## src/sv/cpre_pkg.sv

```systemverilog
// Shared types, widths and constants of the capture-period speed estimator.
// Used by every module of the block; depends on nothing.
package cpre_pkg;

  // Field and register widths
  localparam int unsigned TIMER_W    = 30;
  localparam int unsigned PRE_W      = 16;
  localparam int unsigned PPT_W      = 16;
  localparam int unsigned RAD_W      = 16;
  localparam int unsigned PERIOD_W   = 16;
  localparam int unsigned RES_W      = 32;
  localparam int unsigned SUM_W      = 32;
  localparam int unsigned NUM_W      = 64;
  localparam int unsigned DEN_W      = 71;
  localparam int unsigned CFG_IDX_W  = 2;
  localparam int unsigned CFG_DATA_W = 30;

  // Default ring depth and queue size
  localparam int unsigned DEF_RING_DEPTH = 8;
  localparam int unsigned QUEUE_DEPTH    = 2;

  // Register reset values
  localparam logic [TIMER_W-1:0] TIMER_RST = TIMER_W'(1000000);
  localparam logic [PRE_W-1:0]   PRE_RST   = '0;
  localparam logic [PPT_W-1:0]   PPT_RST   = PPT_W'(1);
  localparam logic [RAD_W-1:0]   RAD_RST   = '0;

  // Numerator scales: 60 s/min and 2*pi (710/113), both in Q.8
  localparam logic [NUM_W-1:0] RPM_SCALE  = NUM_W'(60 * 256);
  localparam logic [NUM_W-1:0] VEL_SCALE  = NUM_W'(710 * 256);
  localparam logic [DEN_W-1:0] TWO_PI_DEN = DEN_W'(113);

  typedef enum logic [CFG_IDX_W-1:0] {
    CFG_TIMER_CLK = 2'd0,
    CFG_PRESCALE  = 2'd1,
    CFG_PULSES    = 2'd2,
    CFG_RADIUS    = 2'd3
  } cfg_idx_e;

  typedef enum logic [0:0] {
    CMD_CAPTURE  = 1'b0,
    CMD_OVERFLOW = 1'b1
  } cmd_e;

  typedef enum logic [1:0] {
    F_IDLE,
    F_READ,
    F_MUL,
    F_FIX
  } front_state_e;

  typedef enum logic [3:0] {
    B_IDLE,
    B_CHECK,
    B_MUL1,
    B_MUL2,
    B_DIV_RPM,
    B_WAIT_RPM,
    B_DIV_VEL,
    B_WAIT_VEL,
    B_DONE
  } back_state_e;

  typedef struct packed {
    logic [TIMER_W-1:0] clk_hz;
    logic [PRE_W-1:0]   prescale;
    logic [PPT_W-1:0]   pulses;
    logic [RAD_W-1:0]   radius;
  } cfg_t;

  typedef struct packed {
    logic             start;
    logic [NUM_W-1:0] num;
    logic [DEN_W-1:0] den;
  } div_req_t;

  typedef struct packed {
    logic             done;
    logic             sat;
    logic [RES_W-1:0] quo;
  } div_rsp_t;

endpackage

```

## src/sv/cpre_front.sv

```systemverilog
// Front end: accepts events, updates the period ring and running sum, forms the mean.
// Depends on cpre_pkg; feeds the mean queue.
module cpre_front #(
  parameter int unsigned RING_DEPTH = cpre_pkg::DEF_RING_DEPTH
) (
  input  logic                          clk_i,
  input  logic                          rst_ni,
  input  logic                          in_valid_i,
  output logic                          in_stall_o,
  input  logic                          cmd_i,
  input  logic [cpre_pkg::PERIOD_W-1:0] period_ticks_i,
  output logic                          q_push_o,
  output logic [cpre_pkg::SUM_W-1:0]    q_mean_o,
  input  logic                          q_full_i
);
  import cpre_pkg::*;

  localparam int unsigned SLOT_W  = $clog2(RING_DEPTH);
  localparam int unsigned DEPTH_W = SLOT_W + 1;
  localparam int unsigned SHIFT   = SUM_W + SLOT_W;
  localparam int unsigned RECIP_W = SUM_W + 1;
  localparam int unsigned PROD_W  = SUM_W + RECIP_W;
  localparam logic [RECIP_W-1:0] RECIP = RECIP_W'((64'd1 << SHIFT) / RING_DEPTH);
  localparam logic [SUM_W-1:0]   MARK  = SUM_W'((64'd1 << SUM_W) / RING_DEPTH);
  localparam logic [DEPTH_W-1:0] DVAL  = DEPTH_W'(RING_DEPTH);
  localparam logic [SLOT_W-1:0]  LAST  = SLOT_W'(RING_DEPTH - 1);

  front_state_e st_q, st_d;
  logic [SUM_W-1:0]      ring_mem [RING_DEPTH];
  logic [RING_DEPTH-1:0] valid_q, valid_d;
  logic [SLOT_W-1:0]     slot_q, slot_d;
  logic [SUM_W-1:0]      sum_q, sum_d;
  logic [SUM_W-1:0]      value_q, value_d;
  logic [SUM_W-1:0]      old_q;
  logic [PROD_W-1:0]     prod_q, prod_d;
  logic                  mem_re, mem_we;
  logic [SUM_W-1:0]      est, rem;

  always_ff @(posedge clk_i or negedge rst_ni) begin
    if (!rst_ni) begin
      st_q    <= F_IDLE;
      valid_q <= '0;
      slot_q  <= '0;
      sum_q   <= '0;
    end else begin
      st_q    <= st_d;
      valid_q <= valid_d;
      slot_q  <= slot_d;
      sum_q   <= sum_d;
    end
  end

  always_ff @(posedge clk_i) begin
    value_q <= value_d;
    prod_q  <= prod_d;
  end

  // Ring storage: one write and one registered read per cycle
  always_ff @(posedge clk_i) begin
    if (mem_we) begin
      ring_mem[slot_q] <= value_q;
    end
    if (mem_re) begin
      old_q <= ring_mem[slot_q];
    end
  end

  // Mean by reciprocal; the estimate is low by at most one
  assign est      = SUM_W'(prod_q >> SHIFT);
  assign rem      = sum_q - SUM_W'(est * DVAL);
  assign q_mean_o = (rem >= SUM_W'(RING_DEPTH)) ? SUM_W'(est + 1'b1) : est;

  always_comb begin
    logic [SUM_W-1:0] old;
    old        = '0;
    st_d       = st_q;
    valid_d    = valid_q;
    slot_d     = slot_q;
    sum_d      = sum_q;
    value_d    = value_q;
    prod_d     = prod_q;
    mem_re     = 1'b0;
    mem_we     = 1'b0;
    q_push_o   = 1'b0;
    in_stall_o = (st_q != F_IDLE);
    unique case (st_q)
      F_IDLE: begin
        if (in_valid_i) begin
          mem_re  = 1'b1;
          value_d = (cmd_i == CMD_OVERFLOW) ? MARK : SUM_W'(period_ticks_i);
          st_d    = F_READ;
        end
      end
      F_READ: begin
        // Never-written slots read as zero
        old             = valid_q[slot_q] ? old_q : '0;
        sum_d           = sum_q - old + value_q;
        mem_we          = 1'b1;
        valid_d[slot_q] = 1'b1;
        slot_d          = (slot_q == LAST) ? '0 : SLOT_W'(slot_q + 1'b1);
        st_d            = F_MUL;
      end
      F_MUL: begin
        prod_d = PROD_W'(sum_q) * PROD_W'(RECIP);
        st_d   = F_FIX;
      end
      F_FIX: begin
        if (!q_full_i) begin
          q_push_o = 1'b1;
          st_d     = F_IDLE;
        end
      end
    endcase
  end

endmodule

```

## config.mk

```make
export PLATFORM = sky130hd
export DESIGN_NAME = cpre_front
export DESIGN_NICKNAME = d
export VERILOG_FILES = /design/src/sv/cpre_pkg.sv /design/src/sv/cpre_front.sv
export SDC_FILE = /design/constraint.sdc
export NUM_CORES = 1
export LEC_CHECK = 0
export ABC_AREA = 1
export BUFFER_PORTS_ARGS = -buffer_cell sky130_fd_sc_hd__buf_2
export CORE_MARGIN = 8
export CORE_UTILIZATION = 30
export CTS_CLUSTER_SIZE = 16
export DETAILED_ROUTE_END_ITERATION = 6
export GPL_ROUTABILITY_DRIVEN = 0
export PLACE_DENSITY = 0.48
export SLEW_MARGIN = 10
export SYNTH_ARGS = -nofsm -noshare
export SYNTH_HDL_FRONTEND = slang
export SYNTH_SLANG_ARGS = --single-unit
```

## constraint.sdc

```tcl
create_clock -name clk_i -period 4.95 [get_ports clk_i]
set_clock_uncertainty 0.2 [all_clocks]
set_input_delay 0 -clock clk_i [delete_from_list [all_inputs] [get_ports clk_i]]
set_output_delay 0 -clock clk_i [all_outputs]
set_load 0.03 [all_outputs]
```

Word level (Yosys, flattened, before mapping)
Memory sizes are Yosys's and may differ from the RTL's. A register that Yosys moved wholly into a read port is not among the register bits.
Index checks and enable logic that the tools add are counted.
Widths: inputs -> output; s select.
{ "totals": {"regBits": 109, "mem_bits_rw": 256, "input_bits": 21, "output_inout_bits": 34, "elab_cells": 46, "n_memories": 1} }
{ "memory_table": {"columns": ["name", "words", "width", "rd", "rd_ports_with_merged_regs", "wr", "line", "rtl"], "rows": [
  ["ring_mem", 8, 32, 1, 1, 1, "cpre_front.sv:29", "logic [SUM_W-1:0] ring_mem [RING_DEPTH];"]
]} }
{ "classes": {"addsub": 5, "n_lt_le_gt_ge": 3, "eq_ne": 6, "n_mux": 18, "bitwise": 1, "n_reduce_logical": 5} }
{ "ops": {"columns": ["cell", "count"], "rows": [
  ["$sub 32x32->32", 2],
  ["$mux 30", 2],
  ["$add 32x32->32", 1],
  ["$ge 32x4->1 const B", 1],
  ["$mux 32", 1],
  ["$add 29x1->30 const B", 1],
  ["$mux 1", 9],
  ["$or 8x8->8", 1],
  ["$pmux 2 s4", 1],
  ["$eq 2x2->1 const B", 2],
  ["$lt 3x4->1 const B", 1],
  ["$mux 2", 2],
  ["$ne 2x2->1 const B", 2],
  ["$reduce_and 2->1", 2],
  ["$add 3x1->3 const B", 1],
  ["$bmux 1 s3", 1],
  ["$demux 1 s3", 1],
  ["$eq 3x3->1 const B", 1],
  ["$ge 3x1->1 const B", 1],
  ["$mux 3", 1],
  ["$eq 2x1->1 const B", 1],
  ["$logic_not 2->1", 1],
  ["$reduce_bool 2->1", 1],
  ["$logic_and 1x1->1", 1]
]} }

Logic depth before layout (Yosys ltp)
{ "depth": {"ltp_word": 5, "depth_mapped": 25, "mapped_depth_nobuf": 24} }

Worst setup path before layout
Ideal clock, no wire load.
{ "synth_timing": {"kind": "reg-to-reg", "startpoint": "register slot_q[2]", "endpoint": "register sum_q[23]", "setup_ns": 0.118, "t_arrival_ns": 3.822, "t_required_ns": 4.632, "setup_slack_ns": 0.810, "stages_incl_launch_ff": 22, "n_path_buf": 1, "period_less_slack_ns": 4.140, "path_cell_list": "dfrtp_1 inv_1 nor2_1 inv_1 o22ai_1 nand2_1 nand2_1 nor4_1 clkbuf_1 nor2_1 fa_1 inv_1 ha_1 a21o_1 o21bai_1 a21oi_1 o21ai_0 nand2_1 o21ai_0 or2_2 nand3_1 nand2_1"} }
{ "synth_via": {"elab_chain_cells": 5} }
{ "synth_lines": {"columns": ["element", "line", "rtl"], "rows": [
  ["from (decl)", "cpre_front.sv:31", "logic [SLOT_W-1:0] slot_q, slot_d;"],
  ["from (signal assigned)", "cpre_front.sv:48", "slot_q <= slot_d;"],
  ["$bmux 1 s3", "cpre_front.sv:96", "old = valid_q[slot_q] ? old_q : '0;"],
  ["$mux 1 (implied by the code)", "cpre_front.sv:96", null],
  ["$mux 32", "cpre_front.sv:96", null],
  ["$sub 32x32->32", "cpre_front.sv:97", "sum_d = sum_q - old + value_q;"],
  ["$add 32x32->32", "cpre_front.sv:97", null],
  ["to (signal assigned)", "cpre_front.sv:49", "sum_q <= sum_d;"],
  ["to (decl)", "cpre_front.sv:32", "logic [SUM_W-1:0] sum_q, sum_d;"]
]} }
No other way between the ends. The select of a mux whose other input is x is not followed.
A chain may end at the register's enable or synchronous reset.

Worst setup path in the final report
{ "layout_timing": {"startpoint": "register prod_q[35]", "endpoint": "output port q_mean_o[7] (netlist bit)"} }
{ "layout_via": {"elab_chain_cells": 3, "word_cells_on_any_way": 4, "classes_between": "2 x add/sub; 1 x order compare; 1 x mux"} }
{ "layout_lines": {"columns": ["element", "line", "rtl"], "rows": [
  ["from (decl)", "cpre_front.sv:35", "logic [PROD_W-1:0] prod_q, prod_d;"],
  ["from (signal assigned)", "cpre_front.sv:55", "prod_q <= prod_d;"],
  ["$sub 32x32->32", "cpre_front.sv:70", "assign rem = sum_q - SUM_W'(est * DVAL);"],
  ["$ge 32x4->1", "cpre_front.sv:71", "assign q_mean_o = (rem >= SUM_W'(RING_DEPTH)) ? SUM_W'(est + 1'b1) : est;"],
  ["$mux 30 *", "cpre_front.sv:71", null],
  ["to (decl)", "cpre_front.sv:13", "output logic [cpre_pkg::SUM_W-1:0] q_mean_o,"]
]} }
Mark *: on every way between the ends. The rest lies on a longest branch, timed or not.

==> results.md <==
- Clock-pin slew on the worst setup and hold paths: 0.06 ns
- Crit-path cells: ha_1, fa_1, inv_1, nand3_1, nand2_1, nand2_1, nand2_1, nand2_1, nand4_1, nand2_1, nor2_1, nand3_1, nor2_4, nand3_4, nand2_1, nand2_1, buf_2
- GR Util All Layers: 14.69%
- Number of placement rows: 82
- Synth Instances: 1769
- Area grow syn2layout: 15.31%
- Initial core utilization: 30.13%
- Crit Path Class: flop to output port
- Clock buffer depth: 3
- Layout cells sized above 1: 8.250%
- Yosys reg bits: 244
- Sink Count: 244
- Number of iterations in the first detailed-routing pass: 6
- Slew Limit Fails: 0
- Ports: 55
- Cts bufs inserted: 27
- Worst endpoint required time: 4.75 ns
- Drt initial violations: 748
- Antenna-violating nets left: 0
- Register area share after synthesis: 47.46%
- Setup_tns: 0 ns
- Hold/Removal Path Class: input pin to flop
- Antenna diode count: 0
- Final wirelength: 42460 um
- RSZ-0062 raised after global routing: false
- Max-capacitance violation count: 0
- CP Data Arrival Time: 4.34 ns
- Critical Path Most Common Cell: nand2_1
- Layout Nets: 1980
- Final hold violations: 0
- Critical path buffers and inverters: 2
- Ys flop type: edfxtp_1
- DR WL/cell: 16.57 um
- Hold Crit Start: cmd_i
- CTS tree: built
- Worst path slowest cell: nor2_4
- CP endpoint kind: output port
- Most frequent cells in the layout: nand2_1 (410), inv_1 (283), nor2_1 (208)
- Initial antenna violation count: 0
- Synthesized cell area: 14960 um^2
- Chip height: 239.3 um
- Worst slew pin tran: 1.055 ns
- WHS Endpoint: value_q[29]
- Insertion delay to the later sink of the worst-skew pair: 0.54 ns
- DIE AREA: 57280 um^2
- R2R setup slack: 0.57 ns
- Die width: 239.3 um
- DR vias/cell: 4.754
- Yosys warning count: 0
- Hold Path Stages: 2
- Commonest non-fill, non-tap cell in the layout: nand2_1
- F_max: 0.2201 GHz
- Top-area cell type share of the netlist area: 39.94%
- Syn_area_per_cell: 8.459 um^2
- Port bufs: 52
- Max stage delay on crit path: 0.48 ns
- H-tree levels: 1
- Post-CTS Setup Bufs: 0
- Final Cycle Share: 91.78%
- Worst Setup SP: prod_q[35]
- Post-synth EDFFs: 199
- Grt total ovfl: 0
- DRC viols: 0
- Final setup fails: 0
- Crit-path max FO: 28
- Vias: 12180
- Asr flop ratio synth: 18.44%
- Cell taking the most area after synthesis: edfxtp_1
- Core ar.: 49660 um^2
- First-pass GRT wire length: 67070 um
- Worst R2R End: sum_q[23]
- Reg-to-Reg Start: slot_q[1]
- Slew headroom: 29.60%
- Synth cell types: 49
- Post-DP HPWL: 31790 um
- Fillcell total: 5222
- Crit path max-delay family: simple AND/OR/NAND/NOR gates
- Largest net degree at the start of global routing: 46
- Minimum clock period: 4.543 ns
- Vias in the first global route: 12100
- Root Buffer: clkbuf_16
- CP Launch Type: flop
- Top cells by area, synth: edfxtp_1 (40%), nand2_1 (10%), dfrtp_1 (7.5%)
- Worst r2r path cells: 20
- Status: complete, no violations
-- cell type report --
type                    count  area, um^2  area share (%)
clock buffers              35       705.7           4.090
clock inverters            12       115.1          0.6671
inverters                 286        1074           6.222
multi-input cells        1200        6595           38.22
flip-flops and latches    244        7103           41.17
well taps                 672       840.8           4.873
repair buffers            114       820.8           4.757
-- state kept, by name, indices dropped and copies added, names as in the netlist --
register  count
sum_q        32
value_q      17
old_q        17
slot_q        3
valid_q       8
ring_mem    136
st_q          2
prod_q       29
-- worst max path at each step --
stage,to,slack [ns],cells past startpoint
after global routing,q_mean_o[3],0.02,17
after global placement,sum_q[26],0.51,21
after detailed placement,sum_q[23],0.39,20
final,q_mean_o[7],0.41,17
after floorplan,sum_q[23],0.81,21
after CTS,sum_q[23],0.37,20
-- metrics by stage --
stage / util (%) / area, um^2 / hold WS (ns) / worst slack, ns / std cells
floorplan: - / 14970 / -0.4956 / 0.8104 / 1770
global placement: 32.31 / 16040 / -0.06606 / 0.5079 / 2478
detailed placement: 32.31 / 16040 / -0.04805 / 0.3864 / 2478
CTS: 34.73 / 17250 / 0.2123 / 0.3740 / 2563
global route: 34.75 / 17250 / 0.2371 / 0.02322 / 2563
finish: 34.75 / 17250 / 0.2297 / 0.4068 / 2563
-- routing by layer --
| layer | GRT usage, % | up-vias | part of all wire, % |
|---|---|---|---|
| met3 | 1.749 | 63 | 3.7 |
| met2 | 25.05 | 274 | 47 |
| met4 | 4.050 | 0 | 2.4 |
| met1 | 19.49 | 5779 | 47 |
| li1 | - | 6068 | - |
| met5 | 0 | - | 0 |
-- worst reg2reg max path, cell delays in order, from the launching register on --
cell	delay, ns
dfrtp_1	0.43
nand2_1	0.18
inv_1	0.08
o211ai_1	0.09
inv_1	0.09
nor4_4	0.47
nor2_1	0.12
fa_1	0.50
inv_1	0.04
ha_1	0.31
o21ai_0	0.30
inv_1	0.10
nand2_1	0.07
nand2_1	0.09
a21oi_1	0.32
o21ai_0	0.23
nand2_1	0.12
o21ai_0	0.10
or2_2	0.29
nand3_1	0.07
nand2_1	0.05
-- cell families (layout without fill, tap and decap cells) --
kind of cell	count (synthesis)	after routing	synth area share (%)
DFF	244	244	47.46
adders and majority gates	86	86	8.094
buffers and inverters	326	447	8.755
xor gates and xnor gates	46	46	2.692
AOI/OAI and AO/OA	232	232	9.173
and+or+nand+nor	834	834	23.80
other	1	2	0.02506
-- timing repair --
item	in CTS	in global routing
gates resized for setup	0	1
hold buffers	38	0
endpoints found under the setup margin	0	1
hold endpoints to repair	70	0
-- synth_stat cells, types with 2 or more instances --
master,number
nand3_2,3
nand3b_1,8
o21a_1,3
clkbuf_1,24
buf_1,3
nor2_2,6
buf_4,5
and3_1,2
ha_1,68
o221ai_1,10
nand4_1,45
edfxtp_1,199
a221oi_1,12
o22ai_1,14
nand2_1,410
buf_6,6
nor3_1,31
and2_1,5
a21boi_0,2
inv_2,2
o311ai_0,8
fa_1,18
or2_2,6
xnor2_1,11
dfrtp_1,45
a21oi_2,2
xor2_1,35
nand2_2,9
o21bai_1,6
inv_1,283
buf_8,2
a31oi_1,8
nor4_1,11
nand3_1,76
a21o_1,10
o21ai_0,91
nor2_1,218
a21oi_1,61
Power is not shown: default switching activity piles up to over one toggle a cycle in this logic, so the estimate is an artifact.
