$ cat src/sv/cpre_pkg.sv
// Shared types, widths and constants of the capture-period speed estimator.
// Used by every module of the block; depends on nothing.
package cpre_pkg;

  // Field and register widths
  localparam int unsigned TIMER_W    = 30;
  localparam int unsigned PRE_W      = 16;
  localparam int unsigned PPT_W      = 16;
  localparam int unsigned RAD_W      = 16;
  localparam int unsigned PERIOD_W   = 16;
  localparam int unsigned RES_W      = 32;
  localparam int unsigned SUM_W      = 32;
  localparam int unsigned NUM_W      = 64;
  localparam int unsigned DEN_W      = 71;
  localparam int unsigned CFG_IDX_W  = 2;
  localparam int unsigned CFG_DATA_W = 30;

  // Default ring depth and queue size
  localparam int unsigned DEF_RING_DEPTH = 8;
  localparam int unsigned QUEUE_DEPTH    = 2;

  // Register reset values
  localparam logic [TIMER_W-1:0] TIMER_RST = TIMER_W'(1000000);
  localparam logic [PRE_W-1:0]   PRE_RST   = '0;
  localparam logic [PPT_W-1:0]   PPT_RST   = PPT_W'(1);
  localparam logic [RAD_W-1:0]   RAD_RST   = '0;

  // Numerator scales: 60 s/min and 2*pi (710/113), both in Q.8
  localparam logic [NUM_W-1:0] RPM_SCALE  = NUM_W'(60 * 256);
  localparam logic [NUM_W-1:0] VEL_SCALE  = NUM_W'(710 * 256);
  localparam logic [DEN_W-1:0] TWO_PI_DEN = DEN_W'(113);

  typedef enum logic [CFG_IDX_W-1:0] {
    CFG_TIMER_CLK = 2'd0,
    CFG_PRESCALE  = 2'd1,
    CFG_PULSES    = 2'd2,
    CFG_RADIUS    = 2'd3
  } cfg_idx_e;

  typedef enum logic [0:0] {
    CMD_CAPTURE  = 1'b0,
    CMD_OVERFLOW = 1'b1
  } cmd_e;

  typedef enum logic [1:0] {
    F_IDLE,
    F_READ,
    F_MUL,
    F_FIX
  } front_state_e;

  typedef enum logic [3:0] {
    B_IDLE,
    B_CHECK,
    B_MUL1,
    B_MUL2,
    B_DIV_RPM,
    B_WAIT_RPM,
    B_DIV_VEL,
    B_WAIT_VEL,
    B_DONE
  } back_state_e;

  typedef struct packed {
    logic [TIMER_W-1:0] clk_hz;
    logic [PRE_W-1:0]   prescale;
    logic [PPT_W-1:0]   pulses;
    logic [RAD_W-1:0]   radius;
  } cfg_t;

  typedef struct packed {
    logic             start;
    logic [NUM_W-1:0] num;
    logic [DEN_W-1:0] den;
  } div_req_t;

  typedef struct packed {
    logic             done;
    logic             sat;
    logic [RES_W-1:0] quo;
  } div_rsp_t;

endpackage

$ cat src/sv/cpre_queue.sv
// Short FIFO of mean periods between the front and back ends.
// Depends on cpre_pkg for width and depth.
module cpre_queue (
  input  logic                       clk_i,
  input  logic                       rst_ni,
  input  logic                       push_i,
  input  logic [cpre_pkg::SUM_W-1:0] push_data_i,
  output logic                       full_o,
  input  logic                       pop_i,
  output logic [cpre_pkg::SUM_W-1:0] pop_data_o,
  output logic                       empty_o
);
  import cpre_pkg::*;

  localparam int unsigned PTR_W = $clog2(QUEUE_DEPTH);
  localparam int unsigned CNT_W = $clog2(QUEUE_DEPTH + 1);
  localparam logic [PTR_W-1:0] PTR_LAST = PTR_W'(QUEUE_DEPTH - 1);
  localparam logic [CNT_W-1:0] CNT_FULL = CNT_W'(QUEUE_DEPTH);

  logic [SUM_W-1:0] entry_q [QUEUE_DEPTH];
  logic [PTR_W-1:0] wr_q, rd_q;
  logic [CNT_W-1:0] cnt_q;

  always_ff @(posedge clk_i or negedge rst_ni) begin
    if (!rst_ni) begin
      wr_q  <= '0;
      rd_q  <= '0;
      cnt_q <= '0;
    end else begin
      if (push_i) begin
        wr_q <= (wr_q == PTR_LAST) ? '0 : PTR_W'(wr_q + 1'b1);
      end
      if (pop_i) begin
        rd_q <= (rd_q == PTR_LAST) ? '0 : PTR_W'(rd_q + 1'b1);
      end
      if (push_i && !pop_i) begin
        cnt_q <= CNT_W'(cnt_q + 1'b1);
      end else if (pop_i && !push_i) begin
        cnt_q <= CNT_W'(cnt_q - 1'b1);
      end
    end
  end

  always_ff @(posedge clk_i) begin
    if (push_i) begin
      entry_q[wr_q] <= push_data_i;
    end
  end

  assign pop_data_o = entry_q[rd_q];
  assign full_o     = (cnt_q == CNT_FULL);
  assign empty_o    = (cnt_q == '0);

  a_no_overflow: assert property (@(posedge clk_i) disable iff (!rst_ni)
    push_i |-> (cnt_q != CNT_FULL))
    else $error("mean queue pushed while full");

  a_no_underflow: assert property (@(posedge clk_i) disable iff (!rst_ni)
    pop_i |-> (cnt_q != '0))
    else $error("mean queue popped while empty");

endmodule

$ cat config.mk
export PLATFORM = sky130hd
export DESIGN_NAME = cpre_queue
export DESIGN_NICKNAME = d
export VERILOG_FILES = /design/src/sv/cpre_pkg.sv /design/src/sv/cpre_queue.sv
export SDC_FILE = /design/constraint.sdc
export NUM_CORES = 1
export LEC_CHECK = 0
export ABC_AREA = 1
export BUFFER_PORTS_ARGS = -buffer_cell sky130_fd_sc_hd__buf_2
export CORE_MARGIN = 8
export CORE_UTILIZATION = 40
export CTS_CLUSTER_SIZE = 12
export DETAILED_ROUTE_END_ITERATION = 10
export SYNTH_ARGS = -nofsm -noshare
export SYNTH_HDL_FRONTEND = slang
export SYNTH_SLANG_ARGS = --single-unit
$ cat constraint.sdc
create_clock -name clk_i -period 2.68 [get_ports clk_i]
set_input_delay 0.536 -clock clk_i [delete_from_list [all_inputs] [get_ports clk_i]]
set_output_delay 0.536 -clock clk_i [all_outputs]
set_load 0.01 [all_outputs]
; Yosys cells after proc, flatten, opt, wreduce, memory -nomap -nowiden
; Memories as Yosys holds them, arrays and structs flattened.
; Cells that the tools add are included.
[totals]
ff_bits = 4
mem_bits_rw = 64
inputBits = 36
output_inout_bits = 34
wordCells = 21
mem_count = 1
[op_classes]
addsub = 4
eq_ne = 1
mux = 6
reduce_logical = 6
[memory_table]
columns = memory, depth, word_bits, read_ports, rd_ports_with_merged_regs, write_ports, line_no
row1 = entry_q, 2, 32, 1, 0, 1, cpre_queue.sv:20  ; logic [SUM_W-1:0] entry_q [QUEUE_DEPTH];
[ops]
columns = op, n
row1 = $mux W1, 4
row2 = $mux W2, 2
row3 = $add A1 B1 Y1 const B, 2
row4 = $add A2 B1 Y2 const B, 1
row5 = $eq A2 B2 Y1 const B, 1
row6 = $logic_and A1 B1 Y1, 2
row7 = $logic_not A1 Y1, 2
row8 = $logic_not A2 Y1, 1
row9 = $reduce_bool A2 Y1, 1
row10 = $sub A2 B1 Y2 const B, 1

; Logic depth before layout (Yosys ltp)
; Gate-level depths: netlist of the first run.
[logic_depth]
depth_word = 4
depth_mapped = 7
ltp_nobuf = 7

; Worst setup path after synthesis of the first run
; OpenSTA, ideal clock, no wires.
[synth_path]
kind = input to register
from = input push_i
to = memory entry_q[0][0], enable pin
setup_ps = 422
arrival_ps = 1925
required_time_ps = 2258
path_slack_ps = 333
cell_stages = 2
n_path_buf = 0
path_cell_list = inv_1 > nor2_1
[synth_between]
elab_chain_len = 2
[synth_rtl]
columns = element, line_no
row1 = "start, declared", cpre_queue.sv:6  ; input logic push_i,
row2 = $mux W1, cpre_queue.sv:45  ; if (push_i) begin
row3 = $mux W1 (implied by the code), cpre_queue.sv:46  ; entry_q[wr_q] <= push_data_i;
row4 = "end, declared", cpre_queue.sv:20
; Every way passes these cells.

; Final worst setup path of the first run
[layout_path]
from = register rd_q
to = output pop_data_o[22] in the netlist's numbering
[layout_between]
elab_chain_len = 1
[layout_rtl]
columns = element, line_no
row1 = "start, declared", cpre_queue.sv:21  ; logic [PTR_W-1:0] wr_q, rd_q;
row2 = "start signal, assigned", cpre_queue.sv:34  ; rd_q <= (rd_q == PTR_LAST) ? '0 : PTR_W'(rd_q + 1'b1);
row3 = $mem_v2 Z2 W32, -
row4 = "end, declared", cpre_queue.sv:10  ; output logic [cpre_pkg::SUM_W-1:0] pop_data_o,
; Every way passes these cells.

==> results of run 1 <==
==> Yosys cell counts <==
cell / n / share of area [%]
dfrtp_1: 4 / 3.8
inv_1: 7 / 0.98
nand2_1: 5 / 0.70
mux2_4: 29 / 16
edfxtp_1: 64 / 72
mux2_2: 3 / 1.3
nand4_1: 1 / 0.23
buf_12: 3 / 2.3
xor2_1: 2 / 0.66
ha_1: 1 / 0.47
xnor2_1: 1 / 0.33
nor2_1: 3 / 0.42
buf_6: 1 / 0.42
nand3_1: 1 / 0.19
==> report_power, final <==
part / leakage, nW / switching, mW / internal, mW
sequential: 0.647 / 0.131 / 1.42
combinational: 0.635 / 0.483 / 0.566
clock: 0.0780 / 0.330 / 0.321
total: 1.36 / 0.943 / 2.30
==> registers in the layout, summed over array words and instances (netlist names) <==
name / cells
cnt_q: 2
entry_q: 64
rd_q: 1
wr_q: 1
==> placed cells by master (no fill, tap or decap), drive strengths merged <==
| master | instances |
|---|---|
| buf | 75 |
| clkbuf | 11 |
| clkinv | 4 |
| dfrtp | 4 |
| dlygate4sd3 | 1 |
| edfxtp | 64 |
| ha | 1 |
| inv | 7 |
| mux2 | 32 |
| nand2 | 5 |
| nand3 | 1 |
| nand4 | 1 |
| nor2 | 3 |
| xnor2 | 1 |
| xor2 | 2 |
==> routing by layer <==
| metal | vias to the layer above | global-route usage (%) | routed length, um |
|---|---|---|---|
| met1 | 662 | 10.5 | 1830 |
| met3 | 11 | 3.70 | 323 |
| met4 | 0 | 5.59 | 87 |
| met2 | 42 | 17.7 | 2510 |
| li1 | 639 | - | - |
| met5 | - | 0 | 0 |
==> final cells by class <==
cell class                 count  area share, %
clock buffer                  11           4.04
timing repair buffer          76           12.3
clock inverter                 4          0.539
tap                           77           2.96
sequential                    68           62.2
inverter                       7          0.808
multi-input combinational     46           17.1
==> final timing paths <==
path,start,endpoint,slack (ns),depth (start not counted)
setup / recovery,rd_q,pop_data_o[22],0.39,3
hold / removal,push_data_i[17],entry_q[1][17],0.40,1
setup reg to reg,wr_q,entry_q[1][26],1.17,3
hold reg to reg,cnt_q[1],cnt_q[1],0.53,2
max in group asynchronous,rst_ni,rd_q,2.00,2
min in group asynchronous,rst_ni,cnt_q[0],0.54,2
==> through the flow <==
step / cell area [um2] / utilization, %
after detailed placement: 3090 / 48.4
after global routing: 3250 / 50.9
after global placement: 3090 / 48.4
after CTS: 3250 / 50.9
final: 3250 / 50.9
after floorplan: 2670 / -
==> repair_timing <==
item / CTS / global route
endpoints found under the setup margin: 0 / 0
hold endpoints to repair: 4 / 0
hold buffers: 1 / 0
gates resized for setup: 0 / 0
==> critical path, delay by kind of cell, from the launching register on <==
kind,cells,cell delay (ns)
buf+inv,2,0.45
flops,1,0.66
mux,1,0.31
==> cells by family after synthesis <==
group                    synth area share (%)
adder cells (fa/ha/maj)                 0.469
flip-flops                               75.8
multiplexers                             17.6
buffers and inverters                    3.66
AND/OR/NAND/NOR                          1.55
XOR/XNOR                                0.985
==> flow_metrics.py, run 1 <==
metrics = {
    "sta": {
        "fin_setup_tns_ns": 0,
        "fin_hold_ws_ns": 0.396,
        "fmax_ghz": 0.437,
        "skew_ns": 0.00268,
        "fin_ws_ns": 0.390,
        "post-route-period-util_pct": 85.5,
        "post-route-min-period_ns": 2.29,
        "slew_headroom_pct": 68.7,
        "rsz0062_at_grt": "false",
        "setup_viol": 0,
        "finalHoldViolations": 0,
        "slew_violations": 0,
        "worst_pin_slew_ns": 0.470,
    },
    "global_route": {
        "grt_first_pass_wirelength_um": 7670,
        "track_usage_pct": 10.3,
        "grt_pass1_vias": 1577,
        "grt-ovfl-total": 0,
        "grt_max_degree": 25,
        "antenna_found_initial": 0,
    },
    "setup_path": {
        "slowest_delay_ns": 0.66,
        "worstPathRequired_ns": 2.14,
        "cpMaxStageDelayCell": "dfrtp_2",
        "critPathMaxFanout": 17,
        "worst_setup_path_end_kind": "primary output",
        "arrival_ns": 1.75,
        "start_kind": "register",
        "crit_chain": "buf_4 -> mux2_4 -> buf_2",
        "criticalPathCategory": "register to primary output",
    },
    "clocking": {
        "cts_setup_buffers": 0,
        "cts.sinks": 68,
        "clk_pin_slew_ns": 0.06,
        "tritoncts": "built",
        "cts_max_path_buffers": 2,
        "cts_made_buffers": 9,
        "h-tree-depth": 3,
        "clkLatencyLatePin_ns": 0.32,
        "root_buffer": "clkbuf_8",
    },
    "power": {
        "power_density_nw_per_um2": 998,
        "power.total_mw": 3.25,
        "p_leak_nw": 1.36,
        "vdd_drop_max_mv": 0.547,
    },
    "finish": {
        "nFillCells": 553,
        "regArea_um2": 2020,
        "nets": 245,
        "multi_input_area_um2": 557,
        "drive_gt1_share_pct": 56.6,
        "n_antenna_cell": 0,
        "instances_no_fill": 289,
        "area_growth_syn_to_layout_pct": 21.8,
    },
    "routing": {
        "vias_per_cell": 4.69,
        "drtPass1Iterations": 4,
        "drt_iter0_markers": 42,
        "drt-total-wl_um": 4750,
        "drc": 0,
        "vias": 1354,
        "routedWlPerCell_um": 16.4,
        "drt.antenna.violating_nets": 0,
    },
    "synth": {
        "ys_ff_latch": 68,
        "seq_area_frac_synth_pct": 75.8,
        "netlist_instances": 125,
        "yosysWarnings": 0,
        "syn_area_per_cell_um2": 21.4,
        "synth_cell_types": 14,
        "syn_area_um2": 2670,
        "synth.net_count": 162,
    },
    "worst_hold_path": {
        "min_path_type": "input pin to register",
    },
    "outcome": {
        "status": "finished clean",
    },
    "die": {
        "row_count": 29,
        "dieArea_um2": 9540,
        "pin_count": 70,
        "core-area_um2": 6390,
        "die_h_um": 97.7,
        "dieWidth_um": 97.7,
        "start_util_pct": 41.8,
    },
    "job": {
        "drv_cap": 0,
    },
    "placed_design": {
        "dp_cells": 273,
        "io_buffers": 69,
        "gp_congestion": 0.669,
        "dp_hpwl_um": 3560,
        "detailedPlace.worstSlack_ns": 0.702,
    },
}
Note: power is estimated with default switching activity, not from simulation.
==> run 2, diff against run 1 <==
--- a/config.mk
+++ b/config.mk
@@ -5,8 +5,9 @@
 export SDC_FILE = /design/constraint.sdc
 export NUM_CORES = 1
 export LEC_CHECK = 0
-export ABC_AREA = 1
+export ABC_AREA = 0
 export BUFFER_PORTS_ARGS = -buffer_cell sky130_fd_sc_hd__buf_2
+export CORE_ASPECT_RATIO = 1.1
 export CORE_MARGIN = 8
 export CORE_UTILIZATION = 40
 export CTS_CLUSTER_SIZE = 12
==> constraint.sdc (replaced) <==
create_clock -name clk_i -period 2.2 [get_ports clk_i]
set_input_delay 0.44 -clock clk_i [delete_from_list [all_inputs] [get_ports clk_i]]
set_output_delay 0.44 -clock clk_i [all_outputs]
set_load 0.01 [all_outputs]
==> run 2 against run 1 <==
Against the previous run: routed wire length shrank 3.3%; worst setup slack got worse by 0.13 ns; first-iteration DRC count is 24% higher; total power up 25%; sequential cell count did not move; critical path type unchanged.
==> flow_metrics.py, run 2 <==
metrics = {
    "finish": {
        "mostFrequentLayoutCells": "buf_2 (69), edfxtp_1 (64), mux2_4 (29)",
        "area_growth_syn_to_layout_pct": 23.7,
        "fin_util_pct": 50.3,
        "n_antenna_cell": 0,
        "largest_register": "entry_q",
        "multi_input_area_um2": 559,
        "drive_gt1_share_pct": 59.6,
        "final_common_cell": "buf_2",
        "instances_no_fill": 285,
        "nets": 235,
        "nFillCells": 576,
        "reg_top3": "entry_q x64, cnt_q x2",
        "regArea_um2": 2020,
        "fin_area_um2": 3280,
        "largest_reg_flops": 64,
    },
    "placed_design": {
        "dp_cells": 268,
        "io_buffers": 69,
        "dp_hpwl_um": 3400,
        "detailedPlace.worstSlack_ns": 0.584,
        "gp_congestion": 0.697,
        "place_area_um2": 3080,
    },
    "synth": {
        "syn_area_um2": 2650,
        "synth_ff_type": "edfxtp_1",
        "syn_area_per_cell_um2": 22.8,
        "synthTopCellsByArea": "edfxtp_1 (73%), mux2_4 (16%), dfrtp_1 (3.8%), buf_12 (2.3%), xor2_1 (1.3%)",
        "ys_ff_latch": 68,
        "yosysTopAreaCellShare_pct": 72.6,
        "synth_common_cells": "edfxtp_1 (64), mux2_4 (29), dfrtp_1 (4), xor2_1 (4)",
        "seq_area_frac_synth_pct": 76.3,
        "yosysWarnings": 0,
        "netlist_instances": 116,
        "synth.net_count": 153,
        "async_flop_share_pct": 5.88,
        "synth_cell_types": 13,
        "synth_most_common_cell": "edfxtp_1",
        "synth_top_cell_by_area": "edfxtp_1",
        "synth_edf_count": 64,
    },
    "clocking": {
        "cts.repair.resized": 0,
        "cts_made_buffers": 9,
        "tritoncts": "built",
        "clk_pin_slew_ns": 0.07,
        "cts_setup_buffers": 0,
        "root_buffer": "clkbuf_8",
        "ctsHoldBuffers": 1,
        "clkLatencyLatePin_ns": 0.33,
        "cts_max_path_buffers": 2,
        "h-tree-depth": 3,
        "cts.sinks": 68,
    },
    "power": {
        "vdd_drop_max_mv": 0.873,
        "power_density_nw_per_um2": 1230,
        "power.total_mw": 4.04,
        "sw_frac_of_total_pct": 27.8,
        "pwr-share-seq_pct": 45.0,
        "power.internal_mw": 2.92,
        "netSwitchingPower_mw": 1.12,
        "p_leak_nw": 1.35,
        "comb_power_share_pct": 32.8,
        "power_frac_clock_pct": 22.2,
    },
    "sta": {
        "slew_violations": 0,
        "setup_viol": 0,
        "post-route-period-util_pct": 88.2,
        "fin_ws_ns": 0.260,
        "rsz0062_at_grt": "false",
        "fin_hold_ws_ns": 0.296,
        "slew_headroom_pct": 69.2,
        "fin_setup_tns_ns": 0,
        "finalHoldViolations": 0,
        "post-route-min-period_ns": 1.94,
        "fmax_ghz": 0.515,
        "worst_pin_slew_ns": 0.462,
        "skew_ns": 0.00644,
    },
    "routing": {
        "drtPass1Iterations": 2,
        "drt-total-wl_um": 4590,
        "drt.antenna.violating_nets": 0,
        "drt_iter0_markers": 52,
        "vias": 1281,
        "vias_per_cell": 4.49,
        "routedWlPerCell_um": 16.1,
        "drc": 0,
    },
    "setup_path": {
        "start_kind": "register",
        "critPathBufInv": 2,
        "arrival_ns": 1.50,
        "worstPathRequired_ns": 1.76,
        "worst_setup_path_end_kind": "primary output",
        "criticalPathCategory": "register to primary output",
        "critPathMaxFanout": 20,
        "crit_chain": "buf_4 -> mux2_4 -> buf_2",
        "cpMaxStageDelayCell": "dfrtp_2",
        "crit_family": "buffers and inverters",
        "slowest_delay_ns": 0.36,
    },
    "die": {
        "core-area_um2": 6520,
        "pin_count": 70,
        "dieArea_um2": 9480,
        "dieWidth_um": 93.6,
        "row_count": 31,
        "start_util_pct": 40.6,
        "die_h_um": 101,
    },
    "worst_hold_path": {
        "min_path_type": "input pin to register",
    },
    "outcome": {
        "status": "finished clean",
    },
    "job": {
        "drv_cap": 0,
    },
    "global_route": {
        "grt_pass1_vias": 1478,
        "antenna_found_initial": 0,
        "track_usage_pct": 10.6,
        "grt_max_degree": 21,
        "grt-ovfl-total": 0,
        "grt_first_pass_wirelength_um": 7200,
    },
}
[run 2: cell types whose count changed after synthesis, sizes merged]
cell,change
and2,+1
inv,-6
nand2,-5
nand3,-1
nand4,-1
nor2,-1
nor2b,+2
xor2,+2
[run 2: final timing paths]
kind	end	depth (start not counted)	slack, ns	startpoint
max in group asynchronous	rd_q	2	1.62	rst_ni
hold reg to reg	cnt_q[1]	1	0.49	cnt_q[1]
hold / removal	entry_q[0][14]	1	0.30	push_data_i[14]
min in group asynchronous	cnt_q[1]	2	0.45	rst_ni
setup / recovery	pop_data_o[29]	3	0.26	rd_q
setup reg to reg	entry_q[0][30]	2	0.84	wr_q
[run 2: power groups by stage]
stage	Clock, mW	Combinational, mW	Sequential (mW)
global route	0.989	1.44	1.84
finish	0.898	1.33	1.82
CTS	0.937	1.37	1.82
global placement	0	1.34	1.83
floorplan	0	1.02	1.82
detailed placement	0	1.36	1.85
[run 2: cell families (layout without fill, tap and decap cells)]
group | Yosys count | count (layout) | share of synthesized area, %
and+or+nand+nor | 5 | 5 | 0.992
adders and majority gates | 1 | 1 | 0.472
muxes | 32 | 32 | 17.7
xor gates and xnor gates | 5 | 5 | 1.65
DFF | 68 | 68 | 76.3
buffers and inverters | 5 | 92 | 2.83
[run 2: metal layers]
metal | share of wire [%] | global-route usage, % | up-vias
li1 | - | - | 610
met1 | 34 | 9.41 | 626
met2 | 57 | 19.1 | 36
met3 | 6.3 | 3.71 | 9
met4 | 2.4 | 8.06 | 0
met5 | 0 | 0 | -
[run 2: area by class of cell]
cell class                 count  area share [%]
tap                           82            3.13
timing repair buffer          75            12.4
clock buffer                  14            5.27
inverter                       1           0.115
multi-input combinational     43            17.1
sequential                    68            61.8
clock inverter                 2           0.267
==> run 3, diff against run 2 <==
--- a/config.mk
+++ b/config.mk
@@ -12,6 +12,7 @@
 export CORE_UTILIZATION = 40
 export CTS_CLUSTER_SIZE = 12
 export DETAILED_ROUTE_END_ITERATION = 10
+export PLACE_DENSITY = 0.61
 export SYNTH_ARGS = -nofsm -noshare
 export SYNTH_HDL_FRONTEND = slang
 export SYNTH_SLANG_ARGS = --single-unit
==> run 3 against run 2 <==
Against the previous run: die area unchanged; non-clock buffer count up 1; maximum frequency about the same; global-route usage up 0.27 points; sequential cell count unchanged; critical path type unchanged; highest routed layer unchanged.
==> flow_metrics.py, run 3 (synthesis gave the netlist of run 2 again) <==
metrics = {
    "setup_path": {
        "arrival_ns": 1.50,
        "start_kind": "register",
        "worstPathRequired_ns": 1.76,
        "crit_chain": "buf_4 -> mux2_2 -> buf_2",
        "crit_family": "buffers and inverters",
        "slowest_delay_ns": 0.37,
        "worst_setup_path_end_kind": "primary output",
        "critPathBufInv": 2,
        "criticalPathCategory": "register to primary output",
        "critPathMaxFanout": 16,
        "cpMaxStageDelayCell": "mux2_2",
    },
    "routing": {
        "drt-total-wl_um": 4760,
        "vias": 1302,
        "drtPass1Iterations": 4,
        "vias_per_cell": 4.55,
        "drc": 0,
        "drt_iter0_markers": 53,
        "drt.antenna.violating_nets": 0,
        "routedWlPerCell_um": 16.6,
    },
    "finish": {
        "largest_register": "entry_q",
        "multi_input_area_um2": 559,
        "n_antenna_cell": 0,
        "nets": 236,
        "fin_util_pct": 49.9,
        "largest_reg_flops": 64,
        "final_common_cell": "buf_2",
        "area_growth_syn_to_layout_pct": 22.8,
        "drive_gt1_share_pct": 58.3,
        "mostFrequentLayoutCells": "buf_2 (69), edfxtp_1 (64), mux2_4 (29)",
        "nFillCells": 558,
        "reg_top3": "entry_q x64, cnt_q x2",
        "regArea_um2": 2020,
    },
    "clocking": {
        "h-tree-depth": 3,
        "clkLatencyLatePin_ns": 0.33,
        "cts.sinks": 68,
        "clk_pin_slew_ns": 0.06,
        "cts_max_path_buffers": 2,
        "cts_made_buffers": 9,
        "tritoncts": "built",
        "root_buffer": "clkbuf_8",
    },
    "die": {
        "dieWidth_um": 93.6,
        "dieArea_um2": 9480,
        "start_util_pct": 40.6,
        "pin_count": 70,
        "die_h_um": 101,
        "core-area_um2": 6520,
        "row_count": 31,
    },
    "sta": {
        "slew_violations": 0,
        "skew_ns": 0.00357,
        "rsz0062_at_grt": "false",
        "fin_hold_ws_ns": 0.291,
        "finalHoldViolations": 0,
        "setup_viol": 0,
        "worst_pin_slew_ns": 0.423,
        "post-route-min-period_ns": 1.94,
        "post-route-period-util_pct": 88.2,
        "fin_setup_tns_ns": 0,
        "slew_headroom_pct": 71.8,
        "fmax_ghz": 0.515,
    },
    "job": {
        "drv_cap": 0,
    },
    "placed_design": {
        "io_buffers": 69,
        "gp_congestion": 0.729,
        "dp_hpwl_um": 3520,
    },
    "power": {
        "p_leak_nw": 1.33,
        "vdd_drop_max_mv": 0.609,
        "power_density_nw_per_um2": 1220,
        "power.total_mw": 3.97,
    },
    "global_route": {
        "grt-ovfl-total": 0,
        "antenna_found_initial": 0,
        "grt_max_degree": 18,
        "grt_first_pass_wirelength_um": 7380,
        "track_usage_pct": 10.8,
        "grt_pass1_vias": 1504,
    },
    "worst_hold_path": {
        "min_path_type": "input pin to register",
    },
    "outcome": {
        "status": "finished clean",
    },
}
==> run 3: cell count changes in the layout (fill, tap and decap cells not counted), sizes merged <==
cell    before  now
clkinv       2    4
clkbuf      14   12
buf         74   75
==> run 3: final cells by class <==
cell class                      instances  area share [%]
Sequential cell                        68            62.2
Clock buffer                           12            4.15
Timing Repair Buffer                   76            12.7
Multi-Input combinational cell         43            17.2
Inverter                                1           0.115
Clock inverter                          4           0.500
Tap cell                               82            3.15
==> run 3: report_power, final <==
part	leakage (nW)	internal (mW)	switching, mW
Combinational	0.611	0.701	0.643
Clock	0.0769	0.396	0.410
Sequential	0.646	1.73	0.0932
==> run 3: through the flow <==
stage	std cells	cell area (um2)	setup WS, ns
5_1_grt	286	3250	0.187
2_1_floorplan	116	2650	0.481
6_report	286	3250	0.260
4_1_cts	286	3250	0.246
3_3_place_gp	269	3090	0.636
3_5_place_dp	269	3090	0.620
==> run 3: what timing repair did <==
action,in CTS,in global routing
resized for setup,0,0
hold buffers,1,0
endpoints found under the setup margin,0,0
buffers inserted,0,0
hold endpoints to repair,4,0
==> run 3: routing by layer <==
layer | wire (um) | track usage (%) | share of wire (%) | vias to the layer above
li1 | - | - | - | 615
met1 | 1730 | 10.1 | 36 | 641
met2 | 2630 | 18.9 | 55 | 36
met3 | 281 | 4.67 | 5.9 | 10
met4 | 119 | 7.08 | 2.5 | 0
met5 | 0 | 0 | 0 | -
==> run 3: worst paths after layout <==
kind,startpoint,to,slack [ns],cells after the start
max in group asynchronous,rst_ni,rd_q,1.62,2
max,rd_q,pop_data_o[15],0.26,3
min in group asynchronous,rst_ni,rd_q,0.44,2
max reg2reg,wr_q,entry_q[0][29],0.85,2
min,push_data_i[27],entry_q[0][27],0.29,1
min reg2reg,cnt_q[1],cnt_q[1],0.50,1
